`src/rtl/kdct_pkg.sv`:
```
`default_nettype none

package kdct_pkg;

   localparam int TABLE_SLOTS_DEFAULT = 4;

   localparam int DEPTH_W = 32;
   localparam int TAG_W   = 32;
   localparam int SLOT_W  = 4;
   localparam int COUNT_W = 3;
   localparam int KIND_W  = 2;

   // request kinds; the fourth code is unused and does nothing
   typedef enum logic [KIND_W-1:0] {
      KIND_ADD    = 2'd0,
      KIND_REMOVE = 2'd1,
      KIND_READ   = 2'd2
   } kind_type;

endpackage

`default_nettype wire

```
`src/rtl/kdct_ram.sv`:
```
`default_nettype none

module kdct_ram #(
   parameter int WIDTH = 64,
   parameter int DEPTH = 4,
   parameter int AW    = (DEPTH > 1) ? $clog2(DEPTH) : 1
) (
   input  wire logic             clock,
   input  wire logic             wr_en,
   input  wire logic [AW-1:0]    wr_addr,
   input  wire logic [WIDTH-1:0] wr_data,
   input  wire logic [AW-1:0]    rd_addr,
   output logic      [WIDTH-1:0] rd_data
);

   logic [WIDTH-1:0] mem [DEPTH];

   always_ff @(posedge clock) begin
      if (wr_en) begin
         mem[wr_addr] <= wr_data;
      end
      rd_data <= mem[rd_addr];
   end

endmodule

`default_nettype wire

```
`src/rtl/keep_deepest_contacts_table.sv`:
```
`default_nettype none

// Keeps up to TABLE_SLOTS contacts (signed Q16.16 depth plus a 32-bit tag),
// retaining the deepest ones once the table is full.
// Request channel (req_*): kind 0 adds a contact, 1 removes the entry at
// slot_index (last entry moves into the hole), 2 reads the entry at
// slot_index. Every request gives exactly one word on the rsp_* channel.
// Requests are handled one at a time; req_stall is high while one is in
// flight. An add into a full table first finds the lowest depth; one entry
// per cycle goes through the shared signed comparator during that search.
// The entries sit in a small RAM with one read and one write port.
// A finished word is held in the output register while rsp_stall is high;
// the block takes the next request meanwhile and completes it once the
// output register drains.
// Reset (synchronous) empties the table and drops any pending word; entry
// contents are not cleared, only entries below the count are ever read.
module keep_deepest_contacts_table
   import kdct_pkg::*;
#(
   parameter int TABLE_SLOTS = TABLE_SLOTS_DEFAULT
) (
   input  wire logic                      clock,
   input  wire logic                      reset,

   input  wire logic                      req_valid,
   output logic                           req_stall,
   input  wire logic [KIND_W-1:0]         req_kind,
   input  wire logic signed [DEPTH_W-1:0] req_contact_depth,
   input  wire logic [TAG_W-1:0]          req_contact_tag,
   input  wire logic [SLOT_W-1:0]         req_slot_index,

   output logic                           rsp_valid,
   input  wire logic                      rsp_stall,
   output logic                           rsp_accepted,
   output logic [SLOT_W-1:0]              rsp_slot_used,
   output logic [COUNT_W-1:0]             rsp_count_after,
   output logic signed [DEPTH_W-1:0]      rsp_read_depth,
   output logic [TAG_W-1:0]               rsp_read_tag
);

   localparam int IDX_W  = (TABLE_SLOTS > 1) ? $clog2(TABLE_SLOTS) : 1;
   localparam int CNT_W  = $clog2(TABLE_SLOTS + 1);
   localparam int WORD_W = DEPTH_W + TAG_W;

   typedef enum logic [2:0] {
      S_IDLE,
      S_SCAN,
      S_PICK,
      S_MOVE,
      S_FETCH,
      S_FINISH
   } state_type;

   state_type                 state_ff, state_in;
   logic [CNT_W-1:0]          count_ff, count_in;
   logic                      rsp_valid_ff, rsp_valid_in;

   logic [IDX_W-1:0]          scan_ff, scan_in;
   logic [IDX_W-1:0]          min_idx_ff, min_idx_in;
   logic signed [DEPTH_W-1:0] min_ff, min_in;
   logic [IDX_W-1:0]          slot_ff, slot_in;
   logic signed [DEPTH_W-1:0] depth_ff, depth_in;
   logic [TAG_W-1:0]          tag_ff, tag_in;

   logic                      res_acc_ff, res_acc_in;
   logic [SLOT_W-1:0]         res_slot_ff, res_slot_in;
   logic signed [DEPTH_W-1:0] res_depth_ff, res_depth_in;
   logic [TAG_W-1:0]          res_tag_ff, res_tag_in;

   logic                      rsp_acc_ff, rsp_acc_in;
   logic [SLOT_W-1:0]         rsp_slot_ff, rsp_slot_in;
   logic [COUNT_W-1:0]        rsp_count_ff, rsp_count_in;
   logic signed [DEPTH_W-1:0] rsp_depth_ff, rsp_depth_in;
   logic [TAG_W-1:0]          rsp_tag_ff, rsp_tag_in;

   logic                      ram_wr_en;
   logic [IDX_W-1:0]          ram_wr_addr;
   logic [WORD_W-1:0]         ram_wr_data;
   logic [IDX_W-1:0]          ram_rd_addr;
   logic [WORD_W-1:0]         ram_rd_data;
   logic signed [DEPTH_W-1:0] rd_depth;
   logic [TAG_W-1:0]          rd_tag;

   logic signed [DEPTH_W-1:0] cmp_a, cmp_b;
   logic                      cmp_lt;

   logic                      accept;
   logic                      out_free;
   logic                      slot_ok;
   logic                      has_room;
   logic [CNT_W-1:0]          count_m1;
   logic [31:0]               count_wide;

   kdct_ram #(
      .WIDTH (WORD_W),
      .DEPTH (TABLE_SLOTS)
   ) u_store (
      .clock   (clock),
      .wr_en   (ram_wr_en),
      .wr_addr (ram_wr_addr),
      .wr_data (ram_wr_data),
      .rd_addr (ram_rd_addr),
      .rd_data (ram_rd_data)
   );

   assign rd_depth = ram_rd_data[WORD_W-1:TAG_W];
   assign rd_tag   = ram_rd_data[TAG_W-1:0];

   // one signed comparator, shared by the min scan and the final decision
   assign cmp_lt = cmp_a < cmp_b;

   assign req_stall = (state_ff != S_IDLE);
   assign accept    = req_valid && !req_stall;
   assign out_free  = !rsp_valid_ff || !rsp_stall;
   assign slot_ok   = 32'(req_slot_index) < 32'(count_ff);
   assign has_room  = count_ff < CNT_W'(TABLE_SLOTS);
   assign count_m1  = count_ff - 1'b1;
   assign count_wide = 32'(count_ff);

   always_comb begin
      state_in     = state_ff;
      count_in     = count_ff;
      scan_in      = scan_ff;
      min_idx_in   = min_idx_ff;
      min_in       = min_ff;
      slot_in      = slot_ff;
      depth_in     = depth_ff;
      tag_in       = tag_ff;
      res_acc_in   = res_acc_ff;
      res_slot_in  = res_slot_ff;
      res_depth_in = res_depth_ff;
      res_tag_in   = res_tag_ff;
      rsp_acc_in   = rsp_acc_ff;
      rsp_slot_in  = rsp_slot_ff;
      rsp_count_in = rsp_count_ff;
      rsp_depth_in = rsp_depth_ff;
      rsp_tag_in   = rsp_tag_ff;
      rsp_valid_in = rsp_valid_ff && rsp_stall;

      ram_wr_en   = 1'b0;
      ram_wr_addr = slot_ff;
      ram_wr_data = {depth_ff, tag_ff};
      ram_rd_addr = '0;
      cmp_a       = rd_depth;
      cmp_b       = min_ff;

      unique case (state_ff)
         S_IDLE: begin
            if (accept) begin
               depth_in     = req_contact_depth;
               tag_in       = req_contact_tag;
               slot_in      = req_slot_index[IDX_W-1:0];
               res_acc_in   = 1'b0;
               res_slot_in  = '0;
               res_depth_in = '0;
               res_tag_in   = '0;
               state_in     = S_FINISH;
               case (req_kind)
                  KIND_ADD: begin
                     if (has_room) begin
                        ram_wr_en   = 1'b1;
                        ram_wr_addr = count_ff[IDX_W-1:0];
                        ram_wr_data = {req_contact_depth, req_contact_tag};
                        res_acc_in  = 1'b1;
                        res_slot_in = SLOT_W'(count_ff[IDX_W-1:0]);
                        count_in    = count_ff + 1'b1;
                     end else begin
                        // entry 0 is being read now
                        scan_in  = '0;
                        state_in = S_SCAN;
                     end
                  end
                  KIND_REMOVE: begin
                     res_slot_in = req_slot_index;
                     if (slot_ok) begin
                        ram_rd_addr = count_m1[IDX_W-1:0];
                        state_in    = S_MOVE;
                     end
                  end
                  KIND_READ: begin
                     res_slot_in = req_slot_index;
                     if (slot_ok) begin
                        ram_rd_addr = req_slot_index[IDX_W-1:0];
                        state_in    = S_FETCH;
                     end
                  end
                  default: begin
                  end
               endcase
            end
         end

         S_SCAN: begin
            // strict less keeps the lowest-numbered entry on ties
            if (scan_ff == '0 || cmp_lt) begin
               min_in     = rd_depth;
               min_idx_in = scan_ff;
            end
            if (scan_ff == IDX_W'(TABLE_SLOTS - 1)) begin
               state_in = S_PICK;
            end else begin
               ram_rd_addr = scan_ff + 1'b1;
               scan_in     = scan_ff + 1'b1;
            end
         end

         S_PICK: begin
            cmp_a = min_ff;
            cmp_b = depth_ff;
            if (cmp_lt) begin
               ram_wr_en   = 1'b1;
               ram_wr_addr = min_idx_ff;
               res_acc_in  = 1'b1;
               res_slot_in = SLOT_W'(min_idx_ff);
            end
            state_in = S_FINISH;
         end

         S_MOVE: begin
            ram_wr_en   = 1'b1;
            ram_wr_addr = slot_ff;
            ram_wr_data = ram_rd_data;
            count_in    = count_m1;
            res_acc_in  = 1'b1;
            state_in    = S_FINISH;
         end

         S_FETCH: begin
            res_acc_in   = 1'b1;
            res_depth_in = rd_depth;
            res_tag_in   = rd_tag;
            state_in     = S_FINISH;
         end

         S_FINISH: begin
            if (out_free) begin
               rsp_valid_in = 1'b1;
               rsp_acc_in   = res_acc_ff;
               rsp_slot_in  = res_slot_ff;
               rsp_count_in = count_wide[COUNT_W-1:0];
               rsp_depth_in = res_depth_ff;
               rsp_tag_in   = res_tag_ff;
               state_in     = S_IDLE;
            end
         end

         default: begin
            state_in = S_IDLE;
         end
      endcase
   end

   always_ff @(posedge clock) begin
      scan_ff      <= scan_in;
      min_idx_ff   <= min_idx_in;
      min_ff       <= min_in;
      slot_ff      <= slot_in;
      depth_ff     <= depth_in;
      tag_ff       <= tag_in;
      res_acc_ff   <= res_acc_in;
      res_slot_ff  <= res_slot_in;
      res_depth_ff <= res_depth_in;
      res_tag_ff   <= res_tag_in;
      rsp_acc_ff   <= rsp_acc_in;
      rsp_slot_ff  <= rsp_slot_in;
      rsp_count_ff <= rsp_count_in;
      rsp_depth_ff <= rsp_depth_in;
      rsp_tag_ff   <= rsp_tag_in;
      if (reset) begin
         state_ff     <= S_IDLE;
         count_ff     <= '0;
         rsp_valid_ff <= 1'b0;
      end else begin
         state_ff     <= state_in;
         count_ff     <= count_in;
         rsp_valid_ff <= rsp_valid_in;
      end
   end

   assign rsp_valid       = rsp_valid_ff;
   assign rsp_accepted    = rsp_acc_ff;
   assign rsp_slot_used   = rsp_slot_ff;
   assign rsp_count_after = rsp_count_ff;
   assign rsp_read_depth  = rsp_depth_ff;
   assign rsp_read_tag    = rsp_tag_ff;

endmodule

`default_nettype wire
```
`config.mk`:
```
export PLATFORM = sky130hd
export DESIGN_NAME = keep_deepest_contacts_table
export DESIGN_NICKNAME = d
export VERILOG_FILES = /design/src/rtl/kdct_pkg.sv /design/src/rtl/kdct_ram.sv /design/src/rtl/keep_deepest_contacts_table.sv
export SDC_FILE = /design/constraint.sdc
export NUM_CORES = 1
export LEC_CHECK = 0
export ABC_AREA = 0
export BUFFER_PORTS_ARGS = -buffer_cell sky130_fd_sc_hd__buf_2
export CAP_MARGIN = 20
export CORE_MARGIN = 5
export CORE_UTILIZATION = 30
export CTS_BUF_LIST = sky130_fd_sc_hd__clkbuf_8
export DETAILED_ROUTE_END_ITERATION = 12
export HOLD_SLACK_MARGIN = 0.03
export SLEW_MARGIN = 30
export SYNTH_ARGS = -nofsm -noshare
export SYNTH_HDL_FRONTEND = slang
export SYNTH_HIERARCHICAL = 1
export SYNTH_SLANG_ARGS = --single-unit
```
`constraint.sdc`:
```
create_clock -name clock -period 13.9 [get_ports clock]
set_clock_uncertainty 0.1 [all_clocks]
set_input_delay 0 -clock clock [delete_from_list [all_inputs] [get_ports clock]]
set_output_delay 0 -clock clock [all_outputs]
set_load 0.01 [all_outputs]
```
==> results by group <==
STA
  • Tcrit/Tclk final: 39.5%
  • Setup violators final: 0
  • RSZ-0062 raised after global routing: no
  • Maximum clock frequency: 182 MHz
  • Final Max Tran Viols: 0
  • Min Tclk post-route: 5.50 ns
  • Final hold vios: 0
  • Final setup TNS: 0 ns
  • Hold Slack: 0.147 ns
  • Worst-Margin Slew: 0.970 ns
  • Relative max-transition margin: 35.3%

Synth
  • Post-Syn Nets: 1387
  • Post-Syn Instances: 1272
  • Largest area contributor in the netlist: edfxtp_1
  • Number of flops mapped to enable cells by yosys: 499
  • Synth top area share: 69.1%
  • Ys Warns: 6
  • Post-synth ARST share: 0%
  • Yosys cell types: 55
  • Mapped Area: 0.0217 mm^2
  • Seq/Total Area, Yosys: 75.7%
  • Ys flop type: edfxtp_1
  • Synth top area cells: edfxtp_1, dfxtp_1, mux4_2, nand2_1, a22oi_1
  • Mean Syn Cell Area: 17.0 um^2
  • Seq cells post-synth: 570

Placement
  • Placed cell areas: 0.0235 mm^2
  • Final RePlAce weighted congestion: 0.812
  • Port bufs: 147
  • Post-DP HPWL: 29800 um

Finish
  • Layout Nets: 1733
  • Fillers: 6787
  • Area growth, synth to finish: 23.9%
  • Fin area: 0.0268 mm^2
  • Multi-input gate area in the final layout: 0.00497 mm^2
  • Share of layout cells above drive strength 1: 22.0%
  • Register area: 0.0164 mm^2

Drt
  • WL per Instance: 18.9 um
  • DRT Wirelength: 49900 um
  • Antenna viol nets, final: 0
  • Vias per Instance: 4.56
  • Drc violations: 0
  • Via count: 12073
  • Iter 0 DRT Violations: 949
  • Router iterations before antenna repair: 5

Clock network
  • Worst-Skew Late Latency: 0.68 ns
  • Setup Fix Bufs, Post-CTS: 0
  • Depth of the CTS H-tree: 3
  • Resized Gates After CTS: 0
  • Clock-pin slew on the worst setup and hold paths: 0.06 ns
  • Root Driver: clkbuf_8
  • Clock Path Buffers: 3
  • # hold bufs at CTS: 147
  • Clock sinks: 570
  • CTS Buf Count: 91
  • CTS tree: built

Critical path
  • Worst-path fanout max: 42
  • Req. time, crit path: 14.14 ns
  • CP arrival: 5.74 ns
  • Worst Setup Start Kind: flop
  • Cells along the critical path: or3b_4, buf_12, mux2i_1, ha_1, nand2_1, nor4_1, nand2_1, nor4_1, a21oi_2, xor2_2, mux2i_1, and3_4, buf_16
  • Critical path endpoint category: flop
  • Crit path kind: flop to flop
  • Crit path largest cell delay: 0.67 ns
  • Slowest CP cell: dfxtp_1

Floorplan
  • Core outline area: 0.0716 mm^2
  • Die Ht: 279 um
  • DIE WIDTH: 279 um
  • Initial core utilization: 30.3%
  • Row count: 98
  • Die area: 0.0777 mm^2
  • Io pins: 148

Power and ir drop
  • Internal: 0.00332 W
  • Peak supply drop: 0.0000757 V
  • Sequential share of power: 52.4%
  • Clk pwr share: 29.4%
  • P_leak: 9.90 nW
  • Combinational Power Share: 18.2%
  • Sw Pwr: 0.00134 W
  • Switching portion of total power: 28.7%
  • Cell Pwr Density: 174 mW/mm^2

Global route
  • First-pass GRT wire length: 76500 um
  • Vias in the first global route: 12635
  • Initial antenna violation count: 2
  • Largest net degree at the start of global routing: 73
  • Total Routing Usage GR: 12.6%
  • Aggregate global routing overflow: 0

Outcome
  • Status: finished clean

Run
  • Total of max-cap violations: 0

Min path
  • Hold crit path type: input port to flop
[per-layer routing]
metal | GRT usage (%) | up-vias | wire, um | part of all wire [%]
li1 | - | 5587 | - | -
met1 | 18.3 | 6029 | 23200 | 46
met2 | 19.2 | 381 | 22700 | 46
met3 | 3.22 | 74 | 3120 | 6.2
met4 | 3.06 | 2 | 880 | 1.8
met5 | 0 | - | 7 | 0.014
[synthesized netlist by cell type (all sizes together), types with 6 or more instances]
| cell | instances |
|---|---|
| a21oi | 25 |
| a22oi | 69 |
| and2 | 67 |
| buf | 25 |
| clkbuf | 34 |
| dfxtp | 71 |
| edfxtp | 499 |
| ha | 41 |
| inv | 15 |
| mux2i | 34 |
| mux4 | 64 |
| nand2 | 242 |
| nand4 | 6 |
| nor2 | 11 |
| o21ai | 10 |
[power groups by stage]
| stage | combinational, W | clock [W] | sequential (W) |
|---|---|---|---|
| after floorplan | 0.000561 | 0 | 0.00243 |
| after global placement | 0.000788 | 0 | 0.00247 |
| after detailed placement | 0.000817 | 0 | 0.00248 |
| after CTS | 0.000861 | 0.00141 | 0.00245 |
| after global routing | 0.000944 | 0.00150 | 0.00247 |
| final | 0.000849 | 0.00137 | 0.00245 |
[cells by family after synthesis]
group / after synthesis / synth area share, %
flops: 570 / 75.7
simple gates: 356 / 7.41
compound gates: 130 / 4.20
mux: 99 / 8.34
buf+inv: 74 / 1.86
fa+ha+maj: 41 / 2.37
xor+xnor: 2 / 0.115
[sequential cells by signal (all words and copies together), names as in the netlist, 32 cells and up]
register         cells
u_store/rd_data     64
rsp_read_tag        32
rsp_read_depth      32
min_ff              32
depth_ff            32
u_store/mem        256
tag_ff              32
res_depth_ff        32
res_tag_ff          32
[area by class of cell]
cell class | count | share of cell area, %
diodes | 2 | 0.0186
clock buffers | 103 | 5.28
repair buffers | 312 | 9.09
clock inverters | 68 | 1.37
inverters | 15 | 0.210
multi-input cells | 628 | 18.5
well taps | 950 | 4.43
flip-flops and latches | 570 | 61.1
[per-stage QoR]
| stage | setup WS (ns) | utilization (%) | power (W) | instances |
|---|---|---|---|---|
| after floorplan | 4.03 | - | 0.00299 | 1272 |
| after global placement | 8.23 | 32.8 | 0.00326 | 2324 |
| after detailed placement | 8.14 | 32.9 | 0.00329 | 2326 |
| after CTS | 8.12 | 37.4 | 0.00472 | 2644 |
| after global routing | 8.04 | 37.5 | 0.00492 | 2648 |
| final | 8.40 | 37.5 | 0.00466 | 2648 |
[critical path: cells and delay by family, from the launching register on]
| family | cells | cell delay, ns |
|---|---|---|
| fa+ha+maj | 1 | 0.43 |
| simple gates | 6 | 2.22 |
| compound gates | 1 | 0.14 |
| mux | 2 | 0.56 |
| xor+xnor | 1 | 0.41 |
| buf+inv | 2 | 0.56 |
| flops | 1 | 0.67 |
[layout by cell type, fill, tap and decap left out, drive strengths merged, types with 11 or more instances in the layout]
master	count
mux2i	34
mux4	64
clkbuf	103
nand2	242
dfxtp	71
a22oi	69
nor2	11
edfxtp	499
a21oi	25
dlygate4sd3	147
inv	51
ha	41
buf	165
and2	67
clkinv	29
[path summary, 6_finish.rpt]
check               startpoint                  to  slack [ns]  depth (start not counted)
max reg2reg        state_ff[1]  u_store/mem[3][21]        8.40                         13
min          req_slot_index[2]      res_slot_ff[2]        0.15                          3
max                state_ff[1]  u_store/mem[3][21]        8.40                         13
min reg2reg         res_acc_ff        rsp_accepted        0.32                          0
No activity file was read; power rests on OpenSTA's default activity.
